$ cat config.mk
export PLATFORM = sky130hd
export DESIGN_NAME = tlse_alu
export DESIGN_NICKNAME = d
export VERILOG_FILES = /design/src/design/tlse_pkg.sv /design/src/design/tlse_alu.sv
export VERILOG_INCLUDE_DIRS = /design/src /design/src/design
export SDC_FILE = /design/constraint.sdc
export NUM_CORES = 2
export LEC_CHECK = 0
export BUFFER_PORTS_ARGS = -buffer_cell sky130_fd_sc_hd__buf_2
export CAP_MARGIN = 20
export CORE_MARGIN = 3
export CORE_UTILIZATION = 45
export CTS_BUF_LIST = sky130_fd_sc_hd__clkbuf_8
export CTS_CLUSTER_DIAMETER = 120
export CTS_CLUSTER_SIZE = 20
export DETAILED_ROUTE_END_ITERATION = 6
export PLACE_DENSITY_LB_ADDON = 0.08
export SKIP_LAST_GASP = 1
export SLEW_MARGIN = 15
export SYNTH_ARGS = -nofsm -noshare
export SYNTH_HDL_FRONTEND = slang
export SYNTH_SLANG_ARGS = --single-unit
$ cat constraint.sdc
create_clock -name clk_i -period 19.66 [get_ports clk_i]
set_input_delay 5.898 -clock clk_i [delete_from_list [all_inputs] [get_ports clk_i]]
set_output_delay 5.898 -clock clk_i [all_outputs]
set_load 0.02 [all_outputs]
$ cat src/design/tensor_lagrange_shape_eval_defines.svh
// Assertion macros shared by the design files.
`ifndef TENSOR_LAGRANGE_SHAPE_EVAL_DEFINES_SVH
`define TENSOR_LAGRANGE_SHAPE_EVAL_DEFINES_SVH

`ifndef SYNTHESIS
`define TLSE_ASSERT(label, prop, msg) \
  label: assert property (@(posedge clk_i) disable iff (!rst_ni) prop) else $error(msg);
`define TLSE_ASSERT_NEXT(label, pre, post, msg) \
  label: assert property (@(posedge clk_i) disable iff (!rst_ni) pre |=> post) else $error(msg);
`else
`define TLSE_ASSERT(label, prop, msg)
`define TLSE_ASSERT_NEXT(label, pre, post, msg)
`endif

`endif

$ cat src/design/tlse_pkg.sv
package tlse_pkg;

  localparam int DATA_W     = 64;
  localparam int WEIGHT_W   = 48;
  localparam int COORD_W    = 32;
  localparam int NUM_COORDS = 4;
  localparam int CSW        = $clog2(NUM_COORDS);
  localparam int REG_IDX_W  = 3;
  localparam int NODE_IDX_W = 6;

  localparam logic [REG_IDX_W-1:0] REG_NODE_COUNT = 3'd0;
  localparam logic [REG_IDX_W-1:0] REG_DIMENSION  = 3'd1;
  localparam logic [REG_IDX_W-1:0] REG_COORD0     = 3'd2;
  localparam logic [REG_IDX_W-1:0] REG_COORD1     = 3'd3;
  localparam logic [REG_IDX_W-1:0] REG_COORD2     = 3'd4;
  localparam logic [REG_IDX_W-1:0] REG_COORD3     = 3'd5;

  localparam logic [1:0] DIM_LINE  = 2'd1;
  localparam logic [1:0] DIM_QUAD  = 2'd2;
  localparam logic [1:0] DIM_BRICK = 2'd3;

  localparam logic [2:0] NODE_COUNT_RST = 3'd4;
  localparam logic [1:0] DIM_RST        = DIM_LINE;
  localparam logic signed [COORD_W-1:0] COORD_RST [NUM_COORDS] =
    '{-32'sd1073741824, -32'sd477218588, 32'sd477218588, 32'sd1073741824};

  localparam logic [WEIGHT_W-1:0] WEIGHT_LIMIT = 48'h7FFF_FFFF_FFFF;
  localparam logic [DATA_W-1:0]   DATA_MAX     = 64'h7FFF_FFFF_FFFF_FFFF;

  typedef enum logic {OP_MUL, OP_RECIP} alu_op_e;
  typedef enum logic [1:0] {SH_FRAC, SH_WEIGHT, SH_PDERIV, SH_DERIV} sh_sel_e;

  typedef struct packed {
    logic    start;
    alu_op_e op;
    sh_sel_e sh;
  } alu_req_t;

  typedef struct packed {
    logic done;
  } alu_rsp_t;

  typedef enum logic [2:0] {A_IDLE, A_MUL, A_FIN, A_DIV, A_DFIN} alu_st_e;

  typedef enum logic [4:0] {
    S_IDLE, S_W_J, S_W_I, S_W_M, S_W_R,
    S_B_START, S_B_P, S_B_PM, S_B_V, S_B_VM, S_B_K, S_B_T, S_B_TM, S_B_DM,
    S_O_ISSUE, S_O_WAIT, S_O_EMIT
  } seq_state_e;

endpackage

$ cat src/design/tlse_alu.sv
`include "tensor_lagrange_shape_eval_defines.svh"

module tlse_alu #(
  parameter int FRAC_BITS = 30
) (
  input  logic                clk_i,
  input  logic                rst_ni,
  input  tlse_pkg::alu_req_t  req_i,
  input  logic signed [63:0]  a_i,
  input  logic signed [63:0]  b_i,
  output tlse_pkg::alu_rsp_t  rsp_o,
  output logic signed [63:0]  res_o
);
  import tlse_pkg::*;

  localparam int DIV_TOP = 2 * FRAC_BITS + 6;
  localparam int BW      = $clog2(DIV_TOP + 1);
  localparam int SH_F    = FRAC_BITS;
  localparam int SH_W    = FRAC_BITS + 6;
  localparam int SH_PD   = FRAC_BITS + 4;
  localparam int SH_FD   = 4;

  alu_st_e st_q, st_d;
  logic [1:0]          cnt_q;
  logic [BW-1:0]       bit_q;
  logic [63:0]         ua_q, ub_q;
  logic                neg_q, zero_q, sat_q;
  sh_sel_e             sh_q;
  logic [127:0]        prod_q;
  logic [64:0]         rem_q;
  logic [WEIGHT_W-1:0] quo_q;

  logic [63:0]  a_mag, b_mag;
  logic [31:0]  a_part, b_part;
  logic [63:0]  pp;
  logic [127:0] pp_sh, shifted;
  logic [63:0]  mag;
  logic [64:0]  r2, r2x;
  logic         ge, rbit;
  logic [WEIGHT_W:0]   qs;
  logic [WEIGHT_W-1:0] qm;
  logic signed [63:0]  mul_res, div_res;

  function automatic logic [127:0] rnd_const(input sh_sel_e s);
    logic [127:0] r;
    case (s)
      SH_FRAC:   r = 128'd1 << (SH_F - 1);
      SH_WEIGHT: r = 128'd1 << (SH_W - 1);
      SH_PDERIV: r = 128'd1 << (SH_PD - 1);
      default:   r = 128'd1 << (SH_FD - 1);
    endcase
    return r;
  endfunction

  assign a_mag  = a_i[63] ? (~a_i + 64'd1) : a_i;
  assign b_mag  = b_i[63] ? (~b_i + 64'd1) : b_i;
  assign a_part = cnt_q[1] ? ua_q[63:32] : ua_q[31:0];
  assign b_part = cnt_q[0] ? ub_q[63:32] : ub_q[31:0];
  assign pp     = a_part * b_part;

  always_comb begin
    case (cnt_q)
      2'd0:    pp_sh = {64'd0, pp};
      2'd3:    pp_sh = {pp, 64'd0};
      default: pp_sh = {32'd0, pp, 32'd0};
    endcase
    case (sh_q)
      SH_FRAC:   shifted = prod_q >> SH_F;
      SH_WEIGHT: shifted = prod_q >> SH_W;
      SH_PDERIV: shifted = prod_q >> SH_PD;
      default:   shifted = prod_q >> SH_FD;
    endcase
    mag     = (|shifted[127:63]) ? DATA_MAX : shifted[63:0];
    mul_res = neg_q ? -$signed(mag) : $signed(mag);

    r2  = {rem_q[63:0], bit_q == BW'(DIV_TOP)};
    ge  = r2 >= {1'b0, ua_q};
    r2x = {rem_q[63:0], 1'b0};
    rbit = !sat_q && (r2x >= {1'b0, ua_q});
    qs  = {1'b0, quo_q} + {{WEIGHT_W{1'b0}}, rbit};
    qm  = (sat_q || qs > {1'b0, WEIGHT_LIMIT}) ? WEIGHT_LIMIT : qs[WEIGHT_W-1:0];
    if (zero_q) begin
      div_res = '0;
    end else if (neg_q) begin
      div_res = -$signed({{(64-WEIGHT_W){1'b0}}, qm});
    end else begin
      div_res = $signed({{(64-WEIGHT_W){1'b0}}, qm});
    end
  end

  always_comb begin
    st_d = st_q;
    unique case (st_q)
      A_IDLE: if (req_i.start) begin
        st_d = (req_i.op == OP_MUL) ? A_MUL : A_DIV;
      end
      A_MUL:  if (cnt_q == 2'd3) begin
        st_d = A_FIN;
      end
      A_FIN:  st_d = A_IDLE;
      A_DIV:  if (bit_q == '0) begin
        st_d = A_DFIN;
      end
      A_DFIN: st_d = A_IDLE;
      default: st_d = A_IDLE;
    endcase
  end

  always_comb begin
    rsp_o.done = (st_q == A_FIN) || (st_q == A_DFIN);
    res_o      = (st_q == A_DFIN) ? div_res : mul_res;
  end

  always_ff @(posedge clk_i or negedge rst_ni) begin
    if (!rst_ni) begin
      st_q  <= A_IDLE;
      cnt_q <= '0;
      bit_q <= '0;
    end else begin
      st_q <= st_d;
      if (st_q == A_IDLE && req_i.start) begin
        cnt_q <= '0;
        bit_q <= BW'(DIV_TOP);
      end else if (st_q == A_MUL) begin
        cnt_q <= cnt_q + 2'd1;
      end else if (st_q == A_DIV && bit_q != '0) begin
        bit_q <= bit_q - BW'(1);
      end
    end
  end

  always_ff @(posedge clk_i) begin
    if (st_q == A_IDLE && req_i.start) begin
      ua_q   <= a_mag;
      ub_q   <= b_mag;
      neg_q  <= a_i[63] ^ ((req_i.op == OP_MUL) & b_i[63]);
      zero_q <= (a_i == '0);
      sh_q   <= req_i.sh;
      prod_q <= rnd_const(req_i.sh);
      rem_q  <= '0;
      quo_q  <= '0;
      sat_q  <= 1'b0;
    end else if (st_q == A_MUL) begin
      prod_q <= prod_q + pp_sh;
    end else if (st_q == A_DIV) begin
      rem_q <= ge ? (r2 - {1'b0, ua_q}) : r2;
      if (bit_q >= BW'(WEIGHT_W - 1)) begin
        if (ge) begin
          sat_q <= 1'b1;
        end
      end else begin
        quo_q <= {quo_q[WEIGHT_W-2:0], ge};
      end
    end
  end

  `TLSE_ASSERT(a_start_when_idle, req_i.start |-> st_q == A_IDLE, "ALU started while busy")
  `TLSE_ASSERT_NEXT(a_done_single, rsp_o.done, !rsp_o.done, "ALU done held two cycles")

endmodule
==> impl_metrics.tcl <==
set metrics [dict create \
    grt_max_degree 112 \
    drc 0 \
    synthArstFlopShare 0.0312 \
    clkLatencyLatePin_ns 0.77 \
    cts_hold_buf 0 \
    detail_route.vias_per_cell 5.99 \
    postCtsSetupBuffers 0 \
    register_area_mm2 0.0104 \
    setup_viol 0 \
    max_freq_ghz 0.0646 \
    grt_util_all_layers 0.340 \
    fin_setup_tns_ns 0 \
    min_period_ns 15.48 \
    cp-end-kind "output pin" \
    wirelength_um 273000 \
    syn_to_final_growth_pct 5.55 \
    ys.flop_type "edfxtp_1" \
    finalCritPeriodShare 0.788 \
    clock-root-buffer "clkbuf_8" \
    dp_slack_ns 5.23 \
    wl_per_cell_um 26.4 \
    worst_slack_ns 4.18 \
    multi_input_area_mm2 0.0536 \
    fill_cells 15200 \
    fin_hold_ws_ns 0.486 \
    cts.sink_count 385 \
    cts_tree "yes" \
    critPathLaunchType "register" \
    arrival_ns 9.59 \
    cp.required_ns 13.76 \
    h-tree-depth 1 \
    cts_buffers 28 \
    critical_path_class "reg -> out" \
    yosysSeqAreaShare 0.149 \
    status "finished clean" \
    holdCritPathClass "reg -> reg" \
    clk_path_buf_depth 3 \
    synth.ff_latch_count 385 \
    final_util 0.480 \
    max-cap-violations 0 \
    final.setup_skew_ns 0.0481 \
    core-area_mm2 0.153 \
    io_buffers 198 \
    vias 61800 \
    die_w_um 399 \
    wl_met1_um 114000 \
    rsz0062_at_grt "false" \
    yosys_warnings 0 \
    route.met3.wl_um 24900 \
    report.final.slew_viol_count 0 \
    die_h_um 399 \
    rows 143 \
    yosys.cell_types.count 107 \
    synth-edff-count 260 \
    drt_iter0_markers 5881 \
    clk_pin_slew_ns 0.14 \
    reg2reg_slack_ns 5.32 \
    route.met2.wl_um 121000 \
    grt_first_pass_wirelength_um 403000 \
    grt_antenna_before_repair 19 \
    layout-drive-gt1-share 0.0765 \
    ctsResizeCount 0 \
    dpl.hpwl_um 218000 \
    cp_max_fo 7 \
    boundaryPins 199 \
    fin_nets 9768 \
    hold_viol 0 \
    initial_utilization 0.455 \
    syn_nets 9848 \
    die_area_mm2 0.159 \
    tightest_slew_ns 1.14 \
    dr.pass1.iters 5 \
    synthCells 8343 \
    ant_nets 0 \
    gp_congestion 1.01 \
    first_global_vias 61100 \
    dr.max_layer_used "met5" \
    max_slew_margin 0.243 \
    grt_overflow 0 \
    syn-cell-area_mm2 0.0694 \
    syn_area_per_cell_um2 8.32 \
]
## final timing paths
path,from,end,depth (start not counted)
min in group asynchronous,rst_ni,st_q[0],1
max in group asynchronous,rst_ni,cnt_q[0],1
max,ua_q[9],res_o[46],27
min,rem_q[1],rem_q[1],2
min reg2reg,rem_q[1],rem_q[1],2
max reg2reg,cnt_q[0],prod_q[114],39
## per-stage QoR
| step | instances | instance area, µm² |
|---|---|---|
| finish | 10300 | 73300 |
| global route | 10300 | 73300 |
| CTS | 10300 | 73300 |
| detailed placement | 10300 | 72700 |
| global placement | 10300 | 72600 |
| floorplan | 8343 | 69400 |
## placed cells by master, fill, tap and decap left out, types with 28 or more instances in the layout
cell type / instances
inv_1: 1081
nor2_1: 1058
nand2_1: 938
fa_1: 898
ha_1: 472
a21oi_1: 462
o21ai_0: 328
xnor2_1: 315
edfxtp_1: 260
buf_2: 199
a21o_1: 166
buf_4: 149
xor2_1: 135
nor3_1: 133
nand4_1: 117
nand3_1: 116
dfxtp_1: 113
and2_1: 79
o31ai_1: 69
mux4_2: 62
mux2i_1: 61
a211oi_1: 61
o21bai_1: 56
o21a_1: 49
a31oi_1: 48
o22ai_1: 48
a22o_1: 47
and3_1: 45
nor4_1: 45
or3_1: 43
o21ai_1: 40
nand2b_1: 40
o211ai_1: 36
mux2_2: 35
or2_2: 32
o41ai_1: 32
or4_1: 32
clkbuf_8: 28
## synth_stat cells (43+ instances only)
library cell	number	area share
o21ai_0	344	0.025
mux2i_1	89	0.013
a31oi_1	48	0.0043
or3_1	43	0.0039
inv_1	1073	0.058
a21o_1	167	0.018
a22o_1	47	0.0059
o21bai_1	56	0.0061
dfxtp_1	113	0.033
nor3_1	134	0.0097
fa_1	898	0.26
nor2_1	1061	0.057
edfxtp_1	260	0.11
and2_1	80	0.0072
nor4_1	45	0.0041
nand4_1	117	0.011
o21a_1	49	0.0053
o22ai_1	48	0.0043
o31ai_1	69	0.0075
and3_1	45	0.0041
xnor2_1	315	0.040
nand3_1	116	0.0084
a21oi_1	462	0.033
clkbuf_1	401	0.022
ha_1	473	0.085
nand2_1	938	0.051
a211oi_1	61	0.0066
mux4_2	62	0.020
xor2_1	135	0.017
## flip-flops by register name (all words and copies together), names as in the netlist
register,count
cnt_q,2
prod_q,128
zero_q,1
sat_q,1
ub_q,64
sh_q,2
quo_q,48
bit_q,7
ua_q,64
neg_q,1
st_q,3
rem_q,64
## critical path: stages, from the launching register on
cell and delay, ns:
edfxtp_1 0.49, inv_1 0.18, ha_1 0.44, and4_1 0.32, nand3_1 0.18, o21ai_0 0.38, a21oi_1 0.13, o21ai_0 0.25
nand2_1 0.10, a21oi_1 0.53, ha_1 0.35, and3_1 0.35, nand2_1 0.30, or4_4 0.61, a2111oi_4 0.48, nor2_2 0.11
nor2_1 0.20, ha_1 0.24, o21ai_0 0.23, nor4_1 0.74, and4_1 0.36, or4b_1 0.63, nor3_1 0.38, nand3_1 0.17
nand2_1 0.12, xnor2_1 0.07, o21ai_1 0.23, buf_2 0.22
## final cells by class
| type | instances | share of cell area |
|---|---|---|
| Antenna cell | 12 | 0.000410 |
| Clock buffer | 28 | 0.00526 |
| Clock inverter | 24 | 0.00259 |
| Inverter | 1075 | 0.0552 |
| Multi-Input combinational cell | 6422 | 0.731 |
| Sequential cell | 385 | 0.142 |
| Tap cell | 2030 | 0.0347 |
| Timing Repair Buffer | 351 | 0.0294 |
## cells by family (layout without fill, tap and decap cells)
family / Yosys count / in the layout / share of synthesized area
XOR/XNOR: 451 / 451 / 0.0571
adder cells (fa/ha/maj): 1371 / 1371 / 0.344
flip-flops: 385 / 385 / 0.149
buffers and inverters: 1536 / 1478 / 0.0840
multiplexers: 186 / 186 / 0.0386
AND/OR/NAND/NOR: 2794 / 2794 / 0.179
AO/OA/AOI/OAI: 1620 / 1620 / 0.148
other: 0 / 12 / 0
## metal layers
| layer | up-vias | track usage |
|---|---|---|
| met5 | - | 0 |
| met4 | 8 | 0.137 |
| met3 | 512 | 0.0739 |
| met2 | 2872 | 0.526 |
| met1 | 30800 | 0.462 |
| li1 | 27700 | - |
Power is left out: the tool's default activity adds up to more than one toggle a clock period on the data nets, which glitch-free logic cannot reach.
